### src/rtl/core/rrte_pkg.sv
// ----------------------------------------------------------------------------
// rrte_pkg
// Shared types and constants of the route table engine.
// ----------------------------------------------------------------------------
`default_nettype none
package rrte_pkg;

    localparam logic [4:0] METRIC_INF = 5'd16;

    localparam logic [2:0] ST_REPLACED = 3'd0;
    localparam logic [2:0] ST_ADDED    = 3'd1;
    localparam logic [2:0] ST_DELETED  = 3'd2;
    localparam logic [2:0] ST_IGNORED  = 3'd3;
    localparam logic [2:0] ST_FULL     = 3'd4;
    localparam logic [2:0] ST_DUMP     = 3'd0;

    localparam logic REQ_UPDATE = 1'b0;
    localparam logic REQ_DUMP   = 1'b1;

    typedef struct packed {
        logic        req_type;
        logic [31:0] dest_addr;
        logic [5:0]  prefix_len;
        logic [4:0]  cand;
        logic [31:0] source_ip;
        logic [1:0]  if_num;
        logic        if_ok;
        logic        entry_last;
    } item_t;

    typedef struct packed {
        logic [31:0] addr;
        logic [5:0]  len;
        logic [1:0]  iface;
        logic [31:0] hop;
        logic [3:0]  metric;
    } entry_t;

endpackage
`default_nettype wire

### src/rtl/core/rip_route_table_engine_unit.sv
// ----------------------------------------------------------------------------
// rip_route_table_engine_unit
// RIP route table with update and poison-reverse dump requests.
// ----------------------------------------------------------------------------
// An update request scans the N routes from the first, and a deletion then
// moves the later routes down; a dump streams every route, waiting while the
// result side stalls. The route memory has one read and one write port and is
// read one entry a cycle by the table sequencer unless the result side stalls.
// A two-entry request queue keeps accepting until full while the sequencer works.
`default_nettype none
module rip_route_table_engine_unit #(
    parameter int TABLE_DEPTH = 32,
    parameter int IF_COUNT    = 4
) (
    input  wire logic        clk,
    input  wire logic        rst_n,
    input  wire logic        req_valid,
    output logic             req_ready,
    input  wire logic        req_type,
    input  wire logic [31:0] dest_addr,
    input  wire logic [5:0]  prefix_len,
    input  wire logic [4:0]  rx_metric,
    input  wire logic [31:0] source_ip,
    input  wire logic [1:0]  if_num,
    input  wire logic        entry_last,
    output logic             rsp_valid,
    input  wire logic        rsp_ready,
    output logic [2:0]       out_status,
    output logic [31:0]      out_addr,
    output logic [5:0]       out_prefix_len,
    output logic [31:0]      out_nexthop,
    output logic [4:0]       out_metric,
    output logic             out_valid,
    output logic [5:0]       out_count,
    output logic             out_last
);

    logic            q_valid;
    logic            q_pop;
    rrte_pkg::item_t q_item;

    rrte_front #(.IF_COUNT(IF_COUNT)) u_front (
        .clk        (clk),
        .rst_n      (rst_n),
        .req_valid  (req_valid),
        .req_ready  (req_ready),
        .req_type   (req_type),
        .dest_addr  (dest_addr),
        .prefix_len (prefix_len),
        .rx_metric  (rx_metric),
        .source_ip  (source_ip),
        .if_num     (if_num),
        .entry_last (entry_last),
        .q_valid    (q_valid),
        .q_item     (q_item),
        .q_pop      (q_pop)
    );

    rrte_back #(.TABLE_DEPTH(TABLE_DEPTH)) u_back (
        .clk            (clk),
        .rst_n          (rst_n),
        .q_valid        (q_valid),
        .q_item         (q_item),
        .q_pop          (q_pop),
        .rsp_valid      (rsp_valid),
        .rsp_ready      (rsp_ready),
        .out_status     (out_status),
        .out_addr       (out_addr),
        .out_prefix_len (out_prefix_len),
        .out_nexthop    (out_nexthop),
        .out_metric     (out_metric),
        .out_valid      (out_valid),
        .out_count      (out_count),
        .out_last       (out_last)
    );

    a_count_bound: assert property (@(posedge clk) disable iff (!rst_n)
        rsp_valid |-> (32'(out_count) <= TABLE_DEPTH))
        else $error("route count above table depth");

    a_status_range: assert property (@(posedge clk) disable iff (!rst_n)
        rsp_valid |-> (out_status <= rrte_pkg::ST_FULL))
        else $error("status code out of range");

    a_update_no_entry: assert property (@(posedge clk) disable iff (!rst_n)
        (rsp_valid && out_status != rrte_pkg::ST_REPLACED) |-> !out_valid)
        else $error("update result carries an entry");

    a_empty_dump: assert property (@(posedge clk) disable iff (!rst_n)
        (rsp_valid && out_valid) |-> (out_count != 6'd0))
        else $error("dumped entry from an empty table");

endmodule
`default_nettype wire

### src/rtl/core/rrte_front.sv
// ----------------------------------------------------------------------------
// rrte_front
// Accepts requests, forms the capped metric and interface check, and holds
// them in a two-entry queue for the table sequencer.
// ----------------------------------------------------------------------------
`default_nettype none
module rrte_front #(
    parameter int IF_COUNT = 4
) (
    input  wire logic           clk,
    input  wire logic           rst_n,
    input  wire logic           req_valid,
    output logic                req_ready,
    input  wire logic           req_type,
    input  wire logic [31:0]    dest_addr,
    input  wire logic [5:0]     prefix_len,
    input  wire logic [4:0]     rx_metric,
    input  wire logic [31:0]    source_ip,
    input  wire logic [1:0]     if_num,
    input  wire logic           entry_last,
    output logic                q_valid,
    output rrte_pkg::item_t     q_item,
    input  wire logic           q_pop
);

    rrte_pkg::item_t q_reg [2];
    logic            wptr_reg;
    logic            rptr_reg;
    logic [1:0]      cnt_reg;
    rrte_pkg::item_t item;
    logic            push;
    logic            pop;

    always_comb
    begin
        item.req_type   = req_type;
        item.dest_addr  = dest_addr;
        item.prefix_len = prefix_len;
        item.cand       = (rx_metric >= rrte_pkg::METRIC_INF) ? rrte_pkg::METRIC_INF
                                                              : rx_metric + 5'd1;
        item.source_ip  = source_ip;
        item.if_num     = if_num;
        item.if_ok      = (32'(if_num) < IF_COUNT);
        item.entry_last = entry_last;
    end

    assign req_ready = (cnt_reg != 2'd2);
    assign q_valid   = (cnt_reg != 2'd0);
    assign q_item    = q_reg[rptr_reg];
    assign push      = req_valid && req_ready;
    assign pop       = q_pop && q_valid;

    always_ff @(posedge clk)
    begin
        if (push)
        begin
            q_reg[wptr_reg] <= item;
        end
    end

    always_ff @(posedge clk or negedge rst_n)
    begin
        if (!rst_n)
        begin
            wptr_reg <= 1'b0;
            rptr_reg <= 1'b0;
            cnt_reg  <= 2'd0;
        end
        else
        begin
            if (push)
            begin
                wptr_reg <= ~wptr_reg;
            end
            if (pop)
            begin
                rptr_reg <= ~rptr_reg;
            end
            cnt_reg <= cnt_reg + {1'b0, push} - {1'b0, pop};
        end
    end

endmodule
`default_nettype wire

### src/rtl/core/rrte_back.sv
// ----------------------------------------------------------------------------
// rrte_back
// Table sequencer: searches, replaces, appends and deletes routes in the
// route memory, and streams dumps through the result register.
// ----------------------------------------------------------------------------
`default_nettype none
module rrte_back #(
    parameter int TABLE_DEPTH = 32
) (
    input  wire logic           clk,
    input  wire logic           rst_n,
    input  wire logic           q_valid,
    input  rrte_pkg::item_t     q_item,
    output logic                q_pop,
    output logic                rsp_valid,
    input  wire logic           rsp_ready,
    output logic [2:0]          out_status,
    output logic [31:0]         out_addr,
    output logic [5:0]          out_prefix_len,
    output logic [31:0]         out_nexthop,
    output logic [4:0]          out_metric,
    output logic                out_valid,
    output logic [5:0]          out_count,
    output logic                out_last
);

    localparam int CW = $clog2(TABLE_DEPTH + 1);
    localparam int AW = (TABLE_DEPTH > 1) ? $clog2(TABLE_DEPTH) : 1;

    localparam logic [2:0] S_IDLE  = 3'd0;
    localparam logic [2:0] S_START = 3'd1;
    localparam logic [2:0] S_SCAN  = 3'd2;
    localparam logic [2:0] S_SHIFT = 3'd3;
    localparam logic [2:0] S_DUMP  = 3'd4;

    rrte_pkg::entry_t mem [TABLE_DEPTH];
    rrte_pkg::entry_t rdata_reg;
    rrte_pkg::entry_t wdata;
    logic [AW-1:0]    rd_idx;
    logic [AW-1:0]    wr_idx;
    logic             we;

    logic [2:0]       state_reg, state_next;
    rrte_pkg::item_t  cur_reg, cur_next;
    logic [AW-1:0]    idx_reg, idx_next;
    logic [CW-1:0]    count_reg, count_next;

    logic             vld_reg, vld_next;
    logic [2:0]       st_reg, st_next;
    logic [31:0]      addr_reg, addr_next;
    logic [5:0]       len_reg, len_next;
    logic [31:0]      hop_reg, hop_next;
    logic [4:0]       met_reg, met_next;
    logic             ev_reg, ev_next;
    logic [5:0]       cnt_reg, cnt_next;
    logic             last_reg, last_next;

    logic             hit;
    logic             better;
    logic [CW-1:0]    idx1;
    logic [CW-1:0]    idx2;
    logic             out_free;

    assign idx1     = CW'(idx_reg) + CW'(1);
    assign idx2     = CW'(idx_reg) + CW'(2);
    assign out_free = !vld_reg || rsp_ready;
    assign hit      = (rdata_reg.addr == cur_reg.dest_addr)
                   && (rdata_reg.len == cur_reg.prefix_len);
    assign better   = ((cur_reg.source_ip == rdata_reg.hop)
                       && (cur_reg.cand != {1'b0, rdata_reg.metric}))
                   || (cur_reg.cand < {1'b0, rdata_reg.metric});

    always_ff @(posedge clk)
    begin
        if (we)
        begin
            mem[wr_idx] <= wdata;
        end
        rdata_reg <= mem[rd_idx];
    end

    always_comb
    begin
        state_next = state_reg;
        cur_next   = cur_reg;
        idx_next   = idx_reg;
        count_next = count_reg;
        vld_next   = vld_reg && !rsp_ready;
        st_next    = st_reg;
        addr_next  = addr_reg;
        len_next   = len_reg;
        hop_next   = hop_reg;
        met_next   = met_reg;
        ev_next    = ev_reg;
        cnt_next   = cnt_reg;
        last_next  = last_reg;
        rd_idx     = idx_reg;
        wr_idx     = idx_reg;
        wdata      = rdata_reg;
        we         = 1'b0;
        q_pop      = 1'b0;

        unique case (state_reg)
            S_IDLE:
            begin
                if (q_valid && !vld_reg)
                begin
                    q_pop      = 1'b1;
                    cur_next   = q_item;
                    state_next = S_START;
                end
            end
            S_START:
            begin
                idx_next  = '0;
                rd_idx    = '0;
                st_next   = rrte_pkg::ST_IGNORED;
                addr_next = '0;
                len_next  = '0;
                hop_next  = '0;
                met_next  = '0;
                ev_next   = 1'b0;
                cnt_next  = 6'(count_reg);
                last_next = cur_reg.entry_last;
                if (cur_reg.req_type == rrte_pkg::REQ_DUMP)
                begin
                    if (count_reg == '0)
                    begin
                        st_next    = rrte_pkg::ST_DUMP;
                        last_next  = 1'b1;
                        vld_next   = 1'b1;
                        state_next = S_IDLE;
                    end
                    else
                    begin
                        state_next = S_DUMP;
                    end
                end
                else if (!cur_reg.if_ok)
                begin
                    vld_next   = 1'b1;
                    state_next = S_IDLE;
                end
                else if (count_reg == '0)
                begin
                    if (cur_reg.cand != rrte_pkg::METRIC_INF)
                    begin
                        we         = 1'b1;
                        wr_idx     = '0;
                        wdata      = '{cur_reg.dest_addr, cur_reg.prefix_len,
                                       cur_reg.if_num, cur_reg.source_ip,
                                       cur_reg.cand[3:0]};
                        count_next = CW'(1);
                        cnt_next   = 6'd1;
                        st_next    = rrte_pkg::ST_ADDED;
                    end
                    vld_next   = 1'b1;
                    state_next = S_IDLE;
                end
                else
                begin
                    state_next = S_SCAN;
                end
            end
            S_SCAN:
            begin
                if (hit)
                begin
                    if (!better)
                    begin
                        vld_next   = 1'b1;
                        state_next = S_IDLE;
                    end
                    else if (cur_reg.cand == rrte_pkg::METRIC_INF)
                    begin
                        if (idx1 < count_reg)
                        begin
                            rd_idx     = AW'(idx1);
                            state_next = S_SHIFT;
                        end
                        else
                        begin
                            count_next = count_reg - CW'(1);
                            cnt_next   = 6'(count_reg - CW'(1));
                            st_next    = rrte_pkg::ST_DELETED;
                            vld_next   = 1'b1;
                            state_next = S_IDLE;
                        end
                    end
                    else
                    begin
                        we         = 1'b1;
                        wdata      = '{rdata_reg.addr, rdata_reg.len, cur_reg.if_num,
                                       cur_reg.source_ip, cur_reg.cand[3:0]};
                        st_next    = rrte_pkg::ST_REPLACED;
                        vld_next   = 1'b1;
                        state_next = S_IDLE;
                    end
                end
                else if (idx1 == count_reg)
                begin
                    if (cur_reg.cand == rrte_pkg::METRIC_INF)
                    begin
                        st_next = rrte_pkg::ST_IGNORED;
                    end
                    else if (count_reg == CW'(TABLE_DEPTH))
                    begin
                        st_next = rrte_pkg::ST_FULL;
                    end
                    else
                    begin
                        we         = 1'b1;
                        wr_idx     = AW'(count_reg);
                        wdata      = '{cur_reg.dest_addr, cur_reg.prefix_len,
                                       cur_reg.if_num, cur_reg.source_ip,
                                       cur_reg.cand[3:0]};
                        count_next = count_reg + CW'(1);
                        cnt_next   = 6'(count_reg + CW'(1));
                        st_next    = rrte_pkg::ST_ADDED;
                    end
                    vld_next   = 1'b1;
                    state_next = S_IDLE;
                end
                else
                begin
                    idx_next = AW'(idx1);
                    rd_idx   = AW'(idx1);
                end
            end
            S_SHIFT:
            begin
                we = 1'b1;
                if (idx2 < count_reg)
                begin
                    idx_next = AW'(idx1);
                    rd_idx   = AW'(idx2);
                end
                else
                begin
                    count_next = count_reg - CW'(1);
                    cnt_next   = 6'(count_reg - CW'(1));
                    st_next    = rrte_pkg::ST_DELETED;
                    vld_next   = 1'b1;
                    state_next = S_IDLE;
                end
            end
            S_DUMP:
            begin
                if (out_free)
                begin
                    vld_next  = 1'b1;
                    st_next   = rrte_pkg::ST_DUMP;
                    addr_next = rdata_reg.addr;
                    len_next  = rdata_reg.len;
                    hop_next  = rdata_reg.hop;
                    met_next  = (rdata_reg.iface == cur_reg.if_num) ? rrte_pkg::METRIC_INF
                                                                    : {1'b0, rdata_reg.metric};
                    ev_next   = 1'b1;
                    cnt_next  = 6'(count_reg);
                    last_next = (idx1 == count_reg);
                    if (idx1 == count_reg)
                    begin
                        state_next = S_IDLE;
                    end
                    else
                    begin
                        idx_next = AW'(idx1);
                        rd_idx   = AW'(idx1);
                    end
                end
            end
            default:
            begin
                state_next = S_IDLE;
            end
        endcase
    end

    always_ff @(posedge clk or negedge rst_n)
    begin
        if (!rst_n)
        begin
            state_reg <= S_IDLE;
            count_reg <= '0;
            vld_reg   <= 1'b0;
        end
        else
        begin
            state_reg <= state_next;
            count_reg <= count_next;
            vld_reg   <= vld_next;
        end
    end

    always_ff @(posedge clk)
    begin
        cur_reg  <= cur_next;
        idx_reg  <= idx_next;
        st_reg   <= st_next;
        addr_reg <= addr_next;
        len_reg  <= len_next;
        hop_reg  <= hop_next;
        met_reg  <= met_next;
        ev_reg   <= ev_next;
        cnt_reg  <= cnt_next;
        last_reg <= last_next;
    end

    assign rsp_valid      = vld_reg;
    assign out_status     = st_reg;
    assign out_addr       = addr_reg;
    assign out_prefix_len = len_reg;
    assign out_nexthop    = hop_reg;
    assign out_metric     = met_reg;
    assign out_valid      = ev_reg;
    assign out_count      = cnt_reg;
    assign out_last       = last_reg;

endmodule
`default_nettype wire

### config.mk
export PLATFORM = sky130hd
export DESIGN_NAME = rip_route_table_engine_unit
export DESIGN_NICKNAME = d
export VERILOG_FILES = /design/src/rtl/core/rrte_pkg.sv /design/src/rtl/core/rip_route_table_engine_unit.sv /design/src/rtl/core/rrte_front.sv /design/src/rtl/core/rrte_back.sv
export SDC_FILE = /design/constraint.sdc
export NUM_CORES = 2
export LEC_CHECK = 0
export BUFFER_PORTS_ARGS = -buffer_cell sky130_fd_sc_hd__buf_2
export CAP_MARGIN = 30
export CORE_ASPECT_RATIO = 1.1
export CORE_MARGIN = 3
export CORE_UTILIZATION = 45
export DETAILED_ROUTE_END_ITERATION = 6
export GPL_TIMING_DRIVEN = 0
export PLACE_DENSITY_LB_ADDON = 0.2
export REMOVE_ABC_BUFFERS = 1
export SLEW_MARGIN = 20
export SYNTH_ARGS = -nofsm -noshare
export SYNTH_HDL_FRONTEND = slang
export SYNTH_SLANG_ARGS = --single-unit
### constraint.sdc
create_clock -name clk -period 21.5 [get_ports clk]
set_input_delay 1.075 -clock clk [delete_from_list [all_inputs] [get_ports clk]]
set_output_delay 1.075 -clock clk [all_outputs]
set_load 0.01 [all_outputs]
==> flow_summary.json <==
{
  "first_pass_iters": 7,
  "netlist_area_um2": 112000,
  "period_minus_slack_ns": 8.09,
  "setup_tns_ns": 0,
  "critical_path_class": "reg2reg",
  "io_pins": 171,
  "crit_top_cell": "buf_4",
  "ant_nets": 0,
  "layoutNonFillerInstCount": 12331,
  "worst_setup_path_start_kind": "flop",
  "synth_area_leaders": "edfxtp_1 (74%), nand2_1 (8.2%), nand3_1 (4.2%)",
  "die_h_um": 530,
  "drive_gt1_frac": 0.140,
  "place.detailed.hpwl_um": 223000,
  "irDropWorstVdd_mv": 0.148,
  "portBuffers": 170,
  "fmax_ghz": 0.124,
  "grt_pass1_wl_um": 480000,
  "fin_nets": 8929,
  "hold_violations": 0,
  "cts_buffers": 305,
  "ys_async_sr_fraction": 0.00491,
  "h-tree-depth": 5,
  "drt_iter0_markers": 8781,
  "synth_top_area_frac": 0.739,
  "die_w_um": 482,
  "slowest_stage": "edfxtp_1",
  "whs_ns": 0.0676,
  "crit_path_max_fanout": 15,
  "crit_required_ns": 22.29,
  "fin_crit_sh": 0.376,
  "total_power_uw": 22400,
  "start_util": 0.454,
  "rows": 191,
  "drc": 0,
  "cts_resized": 0,
  "cp.arrival_ns": 8.88,
  "coreArea_um2": 247000,
  "synth_cell_types": 74,
  "powerDensity_nw_per_um2": 168,
  "setup_viol": 0,
  "hp-class": "in2async",
  "overflow": 0,
  "clk_path_buf_depth": 4,
  "placed_area_um2": 123000,
  "dp.cells": 11794,
  "status": "finished, final reports clean",
  "clk_pin_slew_ns": 0.06,
  "largest_reg_flops": 2432,
  "critPathLaunch": "u_back.idx_reg[0]",
  "synth_cells": 8430,
  "ys_ff_latch": 2850,
  "ys_seq_area_frac": 0.756,
  "finalWirelength_um": 337000,
  "slew-limit-headroom": 0.318,
  "cts_tree": "built",
  "post-route-cell-area_um2": 133000,
  "slowest_delay_ns": 0.70,
  "clock-root-buffer": "clkbuf_16",
  "register_area_um2": 84800,
  "synth_warnings": 0,
  "area_delta_synth_final_pct": 18.8,
  "leakagePower_uw": 0.0466,
  "clk_latency_ns": 0.96,
  "rrSetupSlack_ns": 13.41,
  "place.gp.congestion": 0.800,
  "grt_use_total": 0.260,
  "numClockSinks": 2850,
  "fillCellCount": 19923,
  "r2r_start": "u_back.idx_reg[0]",
  "ctsHoldBuffers": 0,
  "ys.flop_type": "edfxtp_1",
  "multiInputGateArea_um2": 25500,
  "avgSynthCellArea_um2": 13.3,
  "die_area_um2": 255000,
  "cap_violations": 0,
  "tightest_slew_ns": 1.02,
  "drv_slew": 0,
  "cts_setup_buffers": 0,
  "vias": 71559,
  "grt_max_degree": 67,
  "antenna_found_initial": 13,
  "first_global_vias": 68384,
  "cp-end-kind": "flop",
  "skew_ns": 0.0628,
  "viasPerCell": 5.80,
  "yosys.area.top_type": "edfxtp_1",
  "synth_enable_flop_cells": 2760,
  "rsz0062_at_grt": "no",
  "avgRoutedWirePerCell_um": 27.3
}
==> metrics by stage <==
stage	utilization	worst slack, ns
after CTS	0.539	13.47
after floorplan	-	-10.24
final	0.539	13.41
after global routing	0.539	13.04
after detailed placement	0.500	13.54
after global placement	0.465	-39.79
==> cell usage after synthesis, types with 7 or more instances <==
cell and n:
a21oi_1 406, nor2_1 77, and2_1 9, mux2_2 153, o22ai_1 78, dfrtp_1 14, dfxtp_1 76, nor2b_1 8
clkbuf_1 263, and3_1 228, buf_2 208, or4_1 76, o21ai_0 32, a21boi_0 77, nand2_1 2454, nand4_1 8
xor2_1 80, nand3_1 930, or3_1 7, buf_1 50, xnor2_1 11, nor3_1 13, a31oi_1 156, edfxtp_1 2760
o211ai_1 8, nand2b_1 16, inv_1 24, ha_1 24, nor4_1 95
==> routing by layer <==
metal  GRT usage  vias to the layer above  share of wire
li1            -                    31599              -
met2       0.424                     3302           0.48
met1       0.351                    35967           0.40
met5           0                        -       0.000056
met4       0.101                        2          0.041
met3      0.0403                      689          0.078
==> worst max-delay path: cells and delay by family (launching register included) <==
kind            cells  cell delay, ns
xor+xnor            1            0.22
buf+inv            14            2.99
fa+ha+maj           2            0.72
compound gates      2            0.18
simple gates       10            3.09
flops               1            0.70
==> path summary, 6_finish.rpt <==
kind	endpoint	depth (start not counted)
worst min-delay path	u_front.rptr_reg	1
min in group clk	u_front.q_reg[0][51]	1
worst max register to register	u_back.rdata_reg[28]	29
max in group asynchronous	u_back.state_reg[2]	1
worst min register to register	u_back.cur_reg[70]	1
worst max-delay path	u_back.rdata_reg[28]	29
==> report_power, final <==
part / switching (µW) / internal, µW / leakage [µW]
logic: 6410 / 3140 / 0.0162
clock network: 2110 / 3060 / 0.00476
registers: 286 / 7420 / 0.0256
==> layout by cell type, fill, tap and decap left out, drive strengths merged, types with 80 or more instances in the layout <==
cell    Yosys  routed
a31oi     156     156
a21oi     407     407
buf       261     608
edfxtp   2760    2760
nand2    2455    2455
xor2       80      80
mux2      153     153
clkinv      1      92
nor4       96      96
and3      228     228
clkbuf    263     394
nand3     930     930
==> cells by family (layout without fill, tap and decap cells) <==
logic type,count (synthesis),count (layout),share of synthesized area
xor gates and xnor gates,91,91,0.00711
and+or+nand+nor,3942,3942,0.154
adders and majority gates,24,24,0.00268
buffers and inverters,549,1166,0.0208
muxes,161,161,0.0165
DFF,2850,2850,0.756
AOI/OAI and AO/OA,813,813,0.0425
other,0,3,0
==> final cells by class <==
type                       count  area share
tap                         3281      0.0308
sequential                  2850       0.636
timing repair buffer         609      0.0681
clock buffer                 393      0.0619
antenna                        3   0.0000563
multi-input combinational   5031       0.191
clock inverter               139      0.0112
inverter                      25    0.000704
No activity file was read; power rests on OpenSTA's default activity.
